$ cat config.mk
export PLATFORM = sky130hd
export DESIGN_NAME = fsnd_pulse_gen
export DESIGN_NICKNAME = d
export VERILOG_FILES = /design/src/design/assert_macros.svh /design/src/design/fsnd_pkg.sv /design/src/design/fsnd_pulse_gen.sv
export SDC_FILE = /design/constraint.sdc
export NUM_CORES = 1
export LEC_CHECK = 0
export ABC_AREA = 1
export BUFFER_PORTS_ARGS = -buffer_cell sky130_fd_sc_hd__buf_2
export CAP_MARGIN = 30
export CORE_ASPECT_RATIO = 1.25
export CORE_MARGIN = 3
export CORE_UTILIZATION = 50
export DETAILED_ROUTE_END_ITERATION = 7
export PLACE_DENSITY_LB_ADDON = 0.15
export SYNTH_ARGS = -nofsm -noshare
export SYNTH_HDL_FRONTEND = slang
export SYNTH_SLANG_ARGS = --single-unit
$ cat constraint.sdc
create_clock -name clk -period 3.5 [get_ports clk]
set_input_delay 0.525 -clock clk [delete_from_list [all_inputs] [get_ports clk]]
set_output_delay 0.525 -clock clk [all_outputs]
set_load 0.005 [all_outputs]
$ cat src/design/assert_macros.svh
// ----------------------------------------------------------------------------
// assert_macros.svh
// Concurrent assertion helpers; compiled out when NO_ASSERTIONS is defined.
// ----------------------------------------------------------------------------
`ifndef ASSERT_MACROS_SVH
`define ASSERT_MACROS_SVH

`ifndef NO_ASSERTIONS

`define ASSERT_IMPL(lbl, clk, rstn, ante, cons) \
	lbl: assert property (@(posedge clk) disable iff (!(rstn)) (ante) |-> (cons)) \
		else $error("assertion failed");

`define ASSERT_NEXT(lbl, clk, rstn, ante, cons) \
	lbl: assert property (@(posedge clk) disable iff (!(rstn)) (ante) |=> (cons)) \
		else $error("assertion failed");

`else

`define ASSERT_IMPL(lbl, clk, rstn, ante, cons)

`define ASSERT_NEXT(lbl, clk, rstn, ante, cons)

`endif

`endif

$ cat src/design/fsnd_pkg.sv
// ----------------------------------------------------------------------------
// fsnd_pkg
// Shared constants, types and segment code tables of the flip-segment driver.
// ----------------------------------------------------------------------------
`default_nettype none

package fsnd_pkg;

	localparam int DIGIT_COUNT = 6;
	localparam int COUNT_W     = 20;
	localparam int IDX_W       = 3;
	localparam int DIGIT_W     = 4;
	localparam int CODE_W      = 16;

	localparam logic [COUNT_W-1:0] COUNT_MAX   = 20'd999999;
	localparam logic [DIGIT_W-1:0] BLANK_DIGIT = 4'd10;
	localparam logic [IDX_W-1:0]   LAST_IDX    = IDX_W'(DIGIT_COUNT - 1);

	// reciprocal of ten, scaled by 2^23; exact quotient for any 20-bit value
	localparam logic [23:0] RECIP10     = 24'hCCCCD;
	localparam int          RECIP_SHIFT = 23;

	typedef logic [DIGIT_COUNT-1:0][DIGIT_W-1:0] digit_vec_t;

	typedef struct packed {
		logic       start;
		digit_vec_t digits;
	} pulse_req_t;

	typedef struct packed {
		logic [2:0] position;
		logic       polarity;
		logic [7:0] common_a;
		logic [7:0] common_b;
		logic       port;
		logic [7:0] bits;
		logic       last;
	} pulse_t;

	function automatic logic [CODE_W-1:0] white_code(input logic [DIGIT_W-1:0] d);
		logic [CODE_W-1:0] c;
		case (d)
			4'd0:    c = 16'hF030;
			4'd1:    c = 16'h6000;
			4'd2:    c = 16'hB050;
			4'd3:    c = 16'hF040;
			4'd4:    c = 16'h6060;
			4'd5:    c = 16'hD060;
			4'd6:    c = 16'hD070;
			4'd7:    c = 16'h7000;
			4'd8:    c = 16'hF070;
			4'd9:    c = 16'hF060;
			default: c = 16'h0000;
		endcase
		return c;
	endfunction

	function automatic logic [CODE_W-1:0] black_code(input logic [DIGIT_W-1:0] d);
		logic [CODE_W-1:0] c;
		case (d)
			4'd0:    c = 16'h0004;
			4'd1:    c = 16'h0907;
			4'd2:    c = 16'h0402;
			4'd3:    c = 16'h0003;
			4'd4:    c = 16'h0901;
			4'd5:    c = 16'h0201;
			4'd6:    c = 16'h0200;
			4'd7:    c = 16'h0807;
			4'd8:    c = 16'h0000;
			4'd9:    c = 16'h0001;
			default: c = 16'h0F07;
		endcase
		return c;
	endfunction

	// positions 1..4 drive common register A, 5..8 drive common register B
	function automatic logic [7:0] common_a(input logic [IDX_W-1:0] idx, input logic pol);
		logic [7:0] base;
		base = pol ? 8'h01 : 8'h10;
		return (idx < IDX_W'(4)) ? (base << idx[1:0]) : 8'h00;
	endfunction

	function automatic logic [7:0] common_b(input logic [IDX_W-1:0] idx, input logic pol);
		logic [7:0] base;
		base = pol ? 8'h01 : 8'h10;
		return (idx >= IDX_W'(4)) ? (base << idx[1:0]) : 8'h00;
	endfunction

endpackage

`default_nettype wire

$ cat src/design/fsnd_pulse_gen.sv
// ----------------------------------------------------------------------------
// fsnd_pulse_gen
// Walks positions and phases, emits one transfer per set segment code bit.
// ----------------------------------------------------------------------------
`default_nettype none

module fsnd_pulse_gen (
	input  wire logic                 clk,
	input  wire logic                 arst_n,
	input  wire fsnd_pkg::pulse_req_t req,
	output logic                      busy,
	output logic                      out_valid,
	input  wire logic                 out_ready,
	output fsnd_pkg::pulse_t          out_pulse
);

	localparam logic [1:0] P_IDLE = 2'd0;
	localparam logic [1:0] P_LOAD = 2'd1;
	localparam logic [1:0] P_EMIT = 2'd2;

	logic [1:0]                          state_q;
	logic [fsnd_pkg::IDX_W-1:0]          pos_q;
	logic                                pol_q;
	logic [fsnd_pkg::CODE_W-1:0]         mask_q;
	logic                                out_valid_q;
	fsnd_pkg::pulse_t                    out_q;

	logic [fsnd_pkg::DIGIT_W-1:0]        cur_digit;
	logic [fsnd_pkg::CODE_W-1:0]         cur_code;
	logic [fsnd_pkg::CODE_W-1:0]         lsb;
	logic [fsnd_pkg::CODE_W-1:0]         rest;
	logic                                has_white;
	logic                                final_phase;
	logic                                slot_free;
	logic                                fire;
	logic                                advance;

	assign cur_digit   = req.digits[pos_q];
	assign cur_code    = pol_q ? fsnd_pkg::white_code(cur_digit)
	                           : fsnd_pkg::black_code(cur_digit);
	assign has_white   = (cur_digit != fsnd_pkg::BLANK_DIGIT);
	assign final_phase = (pos_q == fsnd_pkg::LAST_IDX) && (pol_q || !has_white);

	// lowest set bit first; mask holds the high code byte in its low half
	assign lsb  = mask_q & (~mask_q + fsnd_pkg::CODE_W'(1));
	assign rest = mask_q & (mask_q - fsnd_pkg::CODE_W'(1));

	assign slot_free = !out_valid_q || out_ready;
	assign fire      = (state_q == P_EMIT) && (mask_q != '0) && slot_free;
	assign advance   = (state_q == P_EMIT) && ((mask_q == '0) || (fire && rest == '0));

	always_ff @(posedge clk or negedge arst_n) begin
		if (!arst_n) begin
			state_q <= P_IDLE;
			pos_q   <= '0;
			pol_q   <= 1'b0;
		end else begin
			case (state_q)
				P_IDLE: begin
					if (req.start) begin
						pos_q   <= '0;
						pol_q   <= 1'b0;
						state_q <= P_LOAD;
					end
				end
				P_LOAD: begin
					state_q <= P_EMIT;
				end
				P_EMIT: begin
					if (advance) begin
						if (!pol_q && has_white) begin
							pol_q   <= 1'b1;
							state_q <= P_LOAD;
						end else if (pos_q == fsnd_pkg::LAST_IDX) begin
							state_q <= P_IDLE;
						end else begin
							pos_q   <= pos_q + fsnd_pkg::IDX_W'(1);
							pol_q   <= 1'b0;
							state_q <= P_LOAD;
						end
					end
				end
				default: begin
					state_q <= P_IDLE;
				end
			endcase
		end
	end

	always_ff @(posedge clk) begin
		if (state_q == P_LOAD) begin
			mask_q <= {cur_code[7:0], cur_code[15:8]};
		end else if (fire) begin
			mask_q <= rest;
		end
	end

	always_ff @(posedge clk or negedge arst_n) begin
		if (!arst_n) begin
			out_valid_q <= 1'b0;
		end else if (fire) begin
			out_valid_q <= 1'b1;
		end else if (out_ready) begin
			out_valid_q <= 1'b0;
		end
	end

	always_ff @(posedge clk) begin
		if (fire) begin
			out_q.position <= pos_q + 3'd1;
			out_q.polarity <= pol_q;
			out_q.common_a <= fsnd_pkg::common_a(pos_q, pol_q);
			out_q.common_b <= fsnd_pkg::common_b(pos_q, pol_q);
			out_q.port     <= (lsb[15:8] != 8'h00);
			out_q.bits     <= lsb[7:0] | lsb[15:8];
			out_q.last     <= final_phase && (rest == '0);
		end
	end

	assign busy      = (state_q != P_IDLE);
	assign out_valid = out_valid_q;
	assign out_pulse = out_q;

endmodule

`default_nettype wire

==> impl_metrics.ini <==
[worst_hold_path]
holdCritPathClass = input pin to async pin

[die]
fp.dieArea_sq_um = 7540
fp.dieW_um = 78.3
start_util_pct = 52.3
io_pins = 60
die_h_um = 96.4
core_area_sq_um = 6250
fp-row-count = 32

[cts]
numCtsBuffers = 5
clk_latency_ns = 0.31
cts_tree = done
cts_setup_buffers = 0
clock_path_buffers = 2
path_clk_slew_ns = 0.10
hold_buffers = 0
clock_sinks = 53
cts_max_level = 2
cts_root_buf = clkbuf_8
cts_resized = 0

[synth]
synthXorXnorAreaFrac_pct = 0
avgSynthCellArea_sq_um = 8.87
synthTopCellsByArea = edfxtp_1, nand2_1, nor2_1, dfrtp_1, inv_1
netlist_area_sq_um = 3270
ys_ff_latch = 53
synthMuxAreaShare_pct = 0
synth.distinct_cells = 40
netlist.area_leader.share_pct = 42.3
yosysTopAreaCell = edfxtp_1
yosys.area_share.simple_pct = 32.0
ys_warn_count = 0
syn_nets = 404
synthAdderAreaFrac_pct = 3.07
synth_top_family_by_area = simple AND/OR/NAND/NOR gates
synth-compound-area-share_pct = 9.39
ys_seq_area_share_pct = 47.7
synth_cells = 368

[timing]
worst_pin_slew_ns = 0.617
max_freq_ghz = 0.372
slew-limit-headroom_pct = 58.8
slew_viol_final = 0
rsz0062_at_grt = false
finalHoldViolations = 0
holdWs_ns = 0.0178
setup_viol = 0
finalSetupTns_ns = 0
finClkSkew_ns = 0.0110
fin_crit_sh_pct = 76.8
min_period_ns = 2.69

[setup_path]
path_depth = 10
cp_num_buf_inv = 2
crit_type = flop to flop
slowest_stage = dfrtp_1
crit_fanout = 19
crit_required_ns = 3.57
r2r_setup_slack_ns = 0.81
cp_top_family = flip-flops
r2r_start = pos_q[0]
start_kind = flop
arrival_ns = 2.76
rr_worst_depth = 10
cpPeakStageDelay_ns = 0.75
path_cells = inv_4 -> or2_0 -> a32oi_2 -> inv_1 -> ha_1 -> or2_1 -> nand3_1 -> nand2_2 -> nand2_1 -> o21ai_1
reg2reg_to = mask_q[3]
end_kind = flop

[power_and_ir_drop]
internal-power_mw = 1.76
p_leak_nw = 1.68
switching_share_pct = 45.9
p_seq_share_pct = 39.3
p_comb_share_pct = 49.7
vdd_drop_max_mv = 0.619
p_per_area_nw_per_um2 = 875
total_power_mw = 3.26
pwr-share-clk_pct = 11.0
p_sw_mw = 1.50

[final_layout]
multi_input_area_sq_um = 1460
fin_cells = 516
syn_to_final_growth_pct = 14.1
n_fill_cell = 571
antenna_cells = 0
nNetsFinal = 466
drive_above_1_share_pct = 30.9
regArea_sq_um = 1560

[global_route]
grt_pass1_wl_mm = 11.8
grt_max_degree = 28
overflow = 0
grt_pass1_vias = 2560
antenna_found_initial = 0
track_usage_pct = 20.3

[route]
drc = 0
num_vias = 2648
detail_route.iter0.violations = 153
firstDrtPassIters = 4
wire_per_inst_um = 13.9
final_antenna_net_count = 0
postRouteWirelength_mm = 7.18
viasPerCell = 5.13

[placed_design]
hpwlAfterDp_mm = 5.74
io_buffers = 59
gp_congestion = 0.948
dp_cells = 508

[run_status]
status = complete, no violations

[run]
maxCapViolations = 0
-- cells by family after synthesis --
kind of cell | count (synthesis)
adders and majority gates | 8
DFF | 53
AOI/OAI and AO/OA | 44
buffers and inverters | 57
and+or+nand+nor | 206
-- cell usage in the layout, fill, tap and decap left out --
cell and count:
a21oi_1 6, a31oi_1 1, a32oi_2 1, and2_1 1
buf_2 59, buf_4 3, clkbuf_8 5, clkinv_4 2
dfrtp_1 7, edfxtp_1 46, ha_1 8, inv_1 36
inv_2 12, inv_4 1, inv_6 2, nand2_1 82
nand2_2 9, nand2_4 4, nand3_1 17, nand3_2 4
nand3_4 1, nand4_1 5, nand4_2 2, nor2_1 47
nor2_2 8, nor2_4 8, nor2_8 1, nor3_1 10
nor3_2 1, o211ai_1 3, o211ai_2 1, o21ai_0 10
o21ai_1 7, o21ai_2 2, o21ai_4 1, o22ai_1 8
o22ai_2 4, or2_0 1, or2_1 3, or2_2 2
-- worst max-delay path by stage --
stage	start	end	slack [ns]
3_5_place_dp	pos_q[0]	mask_q[3]	0.85
4_1_cts	pos_q[0]	mask_q[3]	0.81
3_3_place_gp	pos_q[0]	mask_q[3]	0.93
5_1_grt	pos_q[0]	mask_q[3]	0.57
6_report	pos_q[0]	mask_q[3]	0.81
2_1_floorplan	mask_q[2]	out_pulse[0]	0.93
-- per-stage QoR --
stage | instance area, sq um | setup slack, ns | utilization [%]
after floorplan | 3270 | 0.934 | -
after global placement | 3630 | 0.931 | 58.1
after detailed placement | 3630 | 0.846 | 58.1
after CTS | 3730 | 0.809 | 59.7
after global routing | 3730 | 0.574 | 59.7
final | 3730 | 0.810 | 59.7
-- Yosys cell counts, drive strengths merged --
library cell / number
a21oi: 6
a31oi: 1
a32oi: 1
and2: 1
buf: 6
clkbuf: 1
dfrtp: 7
edfxtp: 46
ha: 8
inv: 50
nand2: 95
nand3: 22
nand4: 7
nor2: 64
nor3: 11
o211ai: 4
o21ai: 20
o22ai: 12
or2: 6
-- layer usage --
metal  vias up  global-route usage (%)  wire length (um)
li1       1344                       -                 -
met3        13                    3.28               292
met4         0                    7.73               176
met5         -                       0                 0
met2        65                    36.6              3750
met1      1226                    24.4              2960
-- power by group through the flow --
| stage | Sequential, mW | Clock [mW] | Combinational [mW] |
|---|---|---|---|
| 3_5_place_dp | 1.29 | 0 | 1.63 |
| 5_1_grt | 1.31 | 0.396 | 1.83 |
| 2_1_floorplan | 1.26 | 0 | 1.22 |
| 6_report | 1.28 | 0.360 | 1.62 |
| 4_1_cts | 1.28 | 0.371 | 1.63 |
| 3_3_place_gp | 1.29 | 0 | 1.60 |
-- layout make-up --
type	instances	area share, %
clock inverter	3	0.705
tap	85	2.85
clock buffer	5	1.85
inverter	50	5.24
timing repair buffer	62	8.53
multi-input combinational	258	39.1
sequential	53	41.8
-- state kept, by name (all words and copies together), names as in the netlist --
register / count
state_q: 2
pos_q: 3
pol_q: 1
out_valid: 1
out_pulse: 30
mask_q: 16
Power figures use the tool's default switching activity.
